[src/hdl/cshist_pkg.sv]
// Types and constants shared by the counting sort histogram modules.
`timescale 1ns / 1ps
package cshist_pkg;

  localparam int VAL_W = 8;
  localparam int BIN_W = 7;

  typedef enum logic [2:0] {
    ST_CLR,
    ST_LOAD,
    ST_DRAIN,
    ST_RD,
    ST_CNT,
    ST_EMIT,
    ST_FIN
  } st_t;

endpackage

[src/hdl/cshist_ram.sv]
// Generic simple dual-port RAM, one write port, one registered read port.
`timescale 1ns / 1ps
module cshist_ram #(
  parameter int WIDTH = 7,
  parameter int DEPTH = 256
) (
  input  logic                     clk,
  input  logic                     wr_en,
  input  logic [$clog2(DEPTH)-1:0] wr_addr,
  input  logic [WIDTH-1:0]         wr_data,
  input  logic [$clog2(DEPTH)-1:0] rd_addr,
  output logic [WIDTH-1:0]         rd_data
);

  logic [WIDTH-1:0] mem [DEPTH];

  always_ff @(posedge clk) begin
    if (wr_en) begin
      mem[wr_addr] <= wr_data;
    end
    rd_data <= mem[rd_addr];
  end

endmodule

[src/hdl/counting_sort_histogram.sv]
// Counting sort: histogram load, ascending readout walk, clear for next set.
// Load: one input word per cycle; each word's bin is read on acceptance, then the
//   s1 stage writes it back incremented. Words past MAX_ITEMS are not counted.
// Readout after the last word: a drain state, then a read and a count state per bin over
//   min(VALUE_RANGE, 256) bins, an emit state per result and a closing state. Bins are zeroed as walked.
// Reset: control state clears, then a clearing pass over all min(VALUE_RANGE, 256)
//   bins zeroes the RAM with in_stall high.
`timescale 1ns / 1ps
module counting_sort_histogram
  import cshist_pkg::*;
#(
  parameter int MAX_ITEMS   = 64,
  parameter int VALUE_RANGE = 256
) (
  input  logic             clk,
  input  logic             rst_n,
  input  logic             cfg_wr_en,
  input  logic [VAL_W-1:0] cfg_wr_data,
  input  logic             in_valid,
  output logic             in_stall,
  input  logic [VAL_W-1:0] in_value,
  input  logic             in_last,
  output logic             out_valid,
  input  logic             out_stall,
  output logic [VAL_W-1:0] out_value_res,
  output logic             out_last_res
);

  localparam int DEPTH = (VALUE_RANGE < 256) ? VALUE_RANGE : 256;
  localparam int AW    = $clog2(DEPTH);
  localparam int ICW   = $clog2(MAX_ITEMS + 1);
  localparam logic [AW-1:0]    LAST_BIN = AW'(DEPTH - 1);
  localparam logic [VAL_W-1:0] LAST_VAL = VAL_W'(DEPTH - 1);

  st_t state_r, state_nxt;

  logic [VAL_W-1:0] max_value_r;
  logic [AW-1:0]    b_r, b_nxt;
  logic [BIN_W-1:0] cnt_r, cnt_nxt;
  logic [ICW-1:0]   item_cnt_r, item_cnt_nxt;
  logic             s1_vld_r, s1_vld_nxt;
  logic [AW-1:0]    s1_addr_r, s1_addr_nxt;
  logic             fwd_vld_r;
  logic [AW-1:0]    fwd_addr_r;
  logic [BIN_W-1:0] fwd_data_r;
  logic             pend_vld_r, pend_vld_nxt;
  logic [VAL_W-1:0] pend_val_r, pend_val_nxt;
  logic             out_valid_r, out_valid_nxt;
  logic [VAL_W-1:0] out_value_r, out_value_nxt;
  logic             out_last_r, out_last_nxt;

  logic             ram_we;
  logic [AW-1:0]    ram_waddr;
  logic [BIN_W-1:0] ram_wdata;
  logic [AW-1:0]    ram_raddr;
  logic [BIN_W-1:0] ram_rdata;

  logic [VAL_W-1:0] top;
  logic [VAL_W-1:0] clamped;
  logic             accept;
  logic             under;
  logic [BIN_W-1:0] s1_cur;
  logic             bin_hit;
  logic             bin_end;
  logic             out_free;
  logic             adv;

  assign top      = (max_value_r > LAST_VAL) ? LAST_VAL : max_value_r;
  assign clamped  = (in_value > top) ? top : in_value;
  assign in_stall = (state_r != ST_LOAD);
  assign accept   = in_valid && !in_stall;
  assign under    = (item_cnt_r < ICW'(MAX_ITEMS));
  assign s1_cur   = (fwd_vld_r && (fwd_addr_r == s1_addr_r)) ? fwd_data_r : ram_rdata;
  assign bin_hit  = (VAL_W'(b_r) <= top) && (ram_rdata != '0);
  assign bin_end  = (b_r == LAST_BIN);
  assign out_free = !out_valid_r || !out_stall;
  assign adv      = !pend_vld_r || out_free;

  assign out_valid     = out_valid_r;
  assign out_value_res = out_value_r;
  assign out_last_res  = out_last_r;

  cshist_ram #(
    .WIDTH (BIN_W),
    .DEPTH (DEPTH)
  ) u_ram (
    .clk     (clk),
    .wr_en   (ram_we),
    .wr_addr (ram_waddr),
    .wr_data (ram_wdata),
    .rd_addr (ram_raddr),
    .rd_data (ram_rdata)
  );

  always_comb begin
    state_nxt = state_r;
    case (state_r)
      ST_CLR: begin
        if (bin_end) state_nxt = ST_LOAD;
      end
      ST_LOAD: begin
        if (accept && in_last) state_nxt = ST_DRAIN;
      end
      ST_DRAIN: state_nxt = ST_RD;
      ST_RD:    state_nxt = ST_CNT;
      ST_CNT: begin
        if (bin_hit)      state_nxt = ST_EMIT;
        else if (bin_end) state_nxt = ST_FIN;
        else              state_nxt = ST_RD;
      end
      ST_EMIT: begin
        if (adv && (cnt_r == BIN_W'(1))) state_nxt = bin_end ? ST_FIN : ST_RD;
      end
      ST_FIN: begin
        if (!pend_vld_r || out_free) state_nxt = ST_LOAD;
      end
      default: state_nxt = ST_CLR;
    endcase
  end

  always_comb begin
    b_nxt         = b_r;
    cnt_nxt       = cnt_r;
    item_cnt_nxt  = item_cnt_r;
    pend_vld_nxt  = pend_vld_r;
    pend_val_nxt  = pend_val_r;
    out_valid_nxt = out_valid_r && out_stall;
    out_value_nxt = out_value_r;
    out_last_nxt  = out_last_r;
    s1_vld_nxt    = accept && under;
    s1_addr_nxt   = AW'(clamped);
    ram_raddr     = (state_r == ST_LOAD) ? AW'(clamped) : b_r;
    ram_we        = s1_vld_r;
    ram_waddr     = s1_addr_r;
    ram_wdata     = s1_cur + BIN_W'(1);

    if (accept && under) item_cnt_nxt = item_cnt_r + ICW'(1);

    case (state_r)
      ST_CLR: begin
        ram_we    = 1'b1;
        ram_waddr = b_r;
        ram_wdata = '0;
        b_nxt     = b_r + AW'(1);
      end
      ST_LOAD: begin
        b_nxt = '0;
      end
      ST_DRAIN: begin
        item_cnt_nxt = '0;
        b_nxt        = '0;
      end
      ST_RD: begin
        b_nxt = b_r;
      end
      ST_CNT: begin
        ram_we    = 1'b1;
        ram_waddr = b_r;
        ram_wdata = '0;
        cnt_nxt   = ram_rdata;
        if (!bin_hit && !bin_end) b_nxt = b_r + AW'(1);
      end
      ST_EMIT: begin
        if (adv) begin
          if (pend_vld_r) begin
            out_valid_nxt = 1'b1;
            out_value_nxt = pend_val_r;
            out_last_nxt  = 1'b0;
          end
          pend_vld_nxt = 1'b1;
          pend_val_nxt = VAL_W'(b_r);
          cnt_nxt      = cnt_r - BIN_W'(1);
          if ((cnt_r == BIN_W'(1)) && !bin_end) b_nxt = b_r + AW'(1);
        end
      end
      ST_FIN: begin
        if (pend_vld_r && out_free) begin
          out_valid_nxt = 1'b1;
          out_value_nxt = pend_val_r;
          out_last_nxt  = 1'b1;
          pend_vld_nxt  = 1'b0;
        end
      end
      default: begin
        b_nxt = '0;
      end
    endcase
  end

  always_ff @(posedge clk) begin
    if (!rst_n) begin
      state_r     <= ST_CLR;
      max_value_r <= '1;
      b_r         <= '0;
      item_cnt_r  <= '0;
      s1_vld_r    <= 1'b0;
      fwd_vld_r   <= 1'b0;
      pend_vld_r  <= 1'b0;
      out_valid_r <= 1'b0;
    end else begin
      state_r     <= state_nxt;
      if (cfg_wr_en) max_value_r <= cfg_wr_data;
      b_r         <= b_nxt;
      item_cnt_r  <= item_cnt_nxt;
      s1_vld_r    <= s1_vld_nxt;
      fwd_vld_r   <= s1_vld_r;
      pend_vld_r  <= pend_vld_nxt;
      out_valid_r <= out_valid_nxt;
    end
  end

  always_ff @(posedge clk) begin
    cnt_r       <= cnt_nxt;
    s1_addr_r   <= s1_addr_nxt;
    fwd_addr_r  <= s1_addr_r;
    fwd_data_r  <= s1_cur + BIN_W'(1);
    pend_val_r  <= pend_val_nxt;
    out_value_r <= out_value_nxt;
    out_last_r  <= out_last_nxt;
  end

endmodule

[config.mk]
export PLATFORM = sky130hd
export DESIGN_NAME = counting_sort_histogram
export DESIGN_NICKNAME = d
export VERILOG_FILES = /design/src/hdl/cshist_pkg.sv /design/src/hdl/cshist_ram.sv /design/src/hdl/counting_sort_histogram.sv
export SDC_FILE = /design/constraint.sdc
export NUM_CORES = 2
export LEC_CHECK = 0
export ABC_AREA = 1
export BUFFER_PORTS_ARGS = -buffer_cell sky130_fd_sc_hd__buf_4
export CELL_PAD_IN_SITES_DETAIL_PLACEMENT = 0
export CELL_PAD_IN_SITES_GLOBAL_PLACEMENT = 2
export CORE_MARGIN = 2
export CORE_UTILIZATION = 44
export DETAILED_ROUTE_END_ITERATION = 16
export GPL_ROUTABILITY_DRIVEN = 0
export MAX_ROUTING_LAYER = met4
export PLACE_DENSITY_LB_ADDON = 0.08
export SYNTH_ARGS = -nofsm -noshare
export SYNTH_HDL_FRONTEND = slang
export SYNTH_HIERARCHICAL = 1
export SYNTH_SLANG_ARGS = --single-unit
export TNS_END_PERCENT = 10
[constraint.sdc]
create_clock -name clk -period 12.22 [get_ports clk]
set_input_delay 0.611 -clock clk [delete_from_list [all_inputs] [get_ports clk]]
set_output_delay 0.611 -clock clk [all_outputs]
set_load 0.01 [all_outputs]
==> flow_metrics.py <==
metrics = {
    "synth": {
        "yosysWarnings": 6,
        "synth_most_common_cell": "nand2_1",
        "synth_top_family_by_area": "simple AND/OR/NAND/NOR gates",
        "synth-xor-area-share_pct": 0.0566,
        "synth-seq-cells": 1876,
        "ys_seq_area_share_pct": 72.1,
        "ys_top_cells_by_count": "2086 x nand2_1, 1816 x edfxtp_1, 1750 x nand3_1",
        "synth_fa_ha_area_share_pct": 0.340,
        "synth_nets": 6802,
        "synth_top_cell_by_area": "edfxtp_1",
        "synth_compound_area_share_pct": 0.721,
        "async_flop_share_pct": 0,
        "synthFlopType": "edfxtp_1",
        "syn-cell-area_um2": 77300,
        "synth-simple-area-share_pct": 23.4,
        "yosys-mux-area-fraction_pct": 0,
        "synth.distinct_cells": 41,
        "yosysTopAreaCellShare_pct": 70.5,
        "synth_edf_count": 1816,
        "postSynthAreaPerCell_um2": 11.4,
        "yosys-top-cells-area": "edfxtp_1 71%, nand3_1 11%, nand2_1 10%",
        "synthCells": 6759,
    },
    "timing": {
        "hold_violations": 0,
        "clock.fmax_mhz": 153,
        "tns_ns": 0,
        "setup_viol": 0,
        "slew_headroom_pct": 19.9,
        "fin_crit_sh_pct": 53.5,
        "worst_slew_pin_slew_ns": 1.20,
        "fin_crit_ns": 6.54,
        "grt_setup_unrepaired": "false",
        "maxSlewViolCount": 0,
        "finalClockSkew_ns": 0.0296,
    },
    "grt": {
        "antenna_found_initial": 12,
        "grt_pass1_wl_um": 335000,
        "track_usage_pct": 26.0,
        "grt_pass1_vias": 48200,
        "grt_max_degree": 184,
        "overflow": 0,
    },
    "critical_path": {
        "required_ns": 12.97,
        "regToRegEndpoint": "u_ram/rd_data[5]",
        "worstPathArrival_ns": 7.29,
        "rr_worst_depth": 24,
        "startpoint": "max_value_r[7]",
        "setup.worst_path.start_class": "flip-flop",
        "crit_type": "flip-flop to flip-flop",
        "reg2reg_from": "max_value_r[7]",
        "setup.worst_path.end": "u_ram/rd_data[5]",
        "critPathCaptureType": "flip-flop",
        "critical_path.max_fanout": 143,
        "r2r_slack_ns": 5.68,
    },
    "outcome": {
        "run_status": "completed",
    },
    "floorplanning": {
        "core_um2": 174000,
        "io-pin-count": 33,
        "die-area_um2": 179000,
        "rows": 153,
        "start_util_pct": 44.4,
        "die_w_um": 423,
        "dieHeight_um": 423,
    },
    "power_and_ir_drop": {
        "p_leak_nw": 29.9,
        "power_w": 0.0141,
        "powerDensity_nw_per_um2": 164,
        "ir_drop_mv": 0.132,
    },
    "drt": {
        "dr.pass1.iters": 8,
        "vias": 50500,
        "postRouteAntennaNets": 0,
        "post_drt_wl_per_cell_um": 25.0,
        "route.detailed.drc": 0,
        "postRouteWirelength_um": 228000,
        "vias_per_cell": 5.53,
        "first_iter_violations": 4798,
    },
    "clocking": {
        "tritoncts": "built",
        "clock-root-buffer": "clkbuf_16",
        "htree_num_levels": 4,
        "clock_latency_ns": 0.83,
        "clockBufferDepth": 3,
        "cts_resized": 0,
        "numCtsBuffers": 201,
        "clock_sinks": 1876,
        "path_clk_slew_ns": 0.06,
    },
    "hold_path": {
        "hold_path_class": "input pin to flip-flop",
        "hold_depth": 3,
    },
    "placed_design": {
        "io_buffer_count": 32,
        "hpwl_um": 125000,
    },
    "final_layout": {
        "multi_input_area_um2": 19100,
        "post-route-util_pct": 49.1,
        "syn_to_final_growth_pct": 10.6,
        "seq_area_um2": 55700,
        "nFillCells": 15700,
        "drive_gt1_share_pct": 6.39,
        "fin_nets": 6686,
    },
    "run": {
        "maxCapViolCount": 0,
    },
}
==> power by group <==
part	total [W]	internal, W	switching, W
combinational	0.00123	0.000316	0.000913
sequential	0.00703	0.00699	0.0000374
clock	0.00581	0.00332	0.00248
total	0.0141	0.0106	0.00343
==> worst max-delay path, stage by stage (launching register included) <==
cell      delay [ns]
dfxtp_1         0.31
inv_1           0.09
ha_1            0.31
nand2_1         0.07
nor2_1          0.14
nand2_1         0.07
o211ai_1        0.07
nand2_1         0.31
o21ai_0         0.43
nand2_1         0.15
o21ai_4         0.39
buf_4           0.59
buf_12          0.60
buf_4           0.78
buf_4           0.90
nand2_1         0.10
nand3_1         0.12
nand3_1         0.11
nand3_1         0.12
nand3_1         0.13
nand2_1         0.16
nand2_1         0.11
nand3_1         0.11
nand3_1         0.08
nand2_1         0.08
==> how the worst min path moves through the flow <==
stage / start / to / slack (ns)
finish: rst_n / fwd_vld_r / 0.09
global route: rst_n / fwd_vld_r / 0.05
CTS: rst_n / fwd_vld_r / 0.01
detailed placement: s1_addr_r[0] / fwd_addr_r[0] / 0.36
global placement: s1_addr_r[1] / fwd_addr_r[1] / 0.36
floorplan: s1_addr_r[0] / fwd_addr_r[0] / 0.35
==> routing by layer <==
| metal | vias to the layer above | global-route usage, % | share of wire, % |
|---|---|---|---|
| li1 | 23500 | - | - |
| met2 | 1507 | 40.0 | 47 |
| met4 | 0 | 6.35 | 2.3 |
| met5 | - | - | 0 |
| met1 | 25200 | 36.7 | 45 |
| met3 | 268 | 3.75 | 6.4 |
==> per-stage QoR <==
step / cell area, um2 / setup WS [ns] / hold slack [ns] / std cells
after CTS: 85500 / 5.63 / 0.0125 / 9135
after floorplan: 77300 / 3.35 / 0.350 / 6759
after global routing: 85500 / 5.16 / 0.0511 / 9136
final: 85500 / 5.68 / 0.0869 / 9137
after detailed placement: 79200 / 5.30 / 0.363 / 8757
after global placement: 79200 / 5.36 / 0.358 / 8757
==> final cells by class <==
cell class	count	share of cell area (%)
clock inverter	119	1.05
multi-input combinational	4330	22.3
antenna	2	0.00585
sequential	1876	65.2
tap	2325	3.40
timing repair buffer	115	1.22
clock buffer	251	6.24
inverter	119	0.562
==> repair_timing <==
item                      in CTS  in global routing
hold buffers                   8                  0
setup buffers                  0                  0
hold endpoints to repair       8                  0
==> state kept, by name, indices dropped and copies added (netlist names), 3 cells and up <==
| signal | cells |
|---|---|
| u_ram/rd_data | 7 |
| state_r | 3 |
| u_ram/mem | 1792 |
| max_value_r | 8 |
| pend_val_r | 8 |
| fwd_data_r | 7 |
| out_value_res | 8 |
| item_cnt_r | 7 |
| b_r | 8 |
| s1_addr_r | 8 |
| fwd_addr_r | 8 |
| cnt_r | 7 |
==> placed cells by master (no fill, tap or decap), types with 4 or more instances in the layout <==
master,Yosys,layout
buf_12,0,13
nor2_4,4,11
ha_1,21,21
nor2_2,7,7
inv_1,107,105
clkinv_8,0,4
edfxtp_1,1816,1816
dfxtp_1,60,60
bufinv_16,0,12
clkbuf_1,108,43
clkinv_2,0,35
clkbuf_16,0,205
buf_4,41,94
inv_2,11,10
nand4_1,13,13
o21ai_4,0,4
o21ai_0,43,37
dlygate4sd3_1,0,8
nand3_1,1750,1750
a21oi_1,43,43
clkinv_1,0,61
nand2_1,2086,2071
o21ai_1,7,7
nand2_2,2,16
nor2_1,324,317
==> kinds of logic (layout without fill, tap and decap cells) <==
kind of cell	count (synthesis)	after routing
compound gates	104	104
other cells	0	2
buf+inv	553	604
flops	1876	1876
fa+ha+maj	21	21
simple gates	4200	4200
xor+xnor	5	5
No activity file was read; power rests on OpenSTA's default activity.
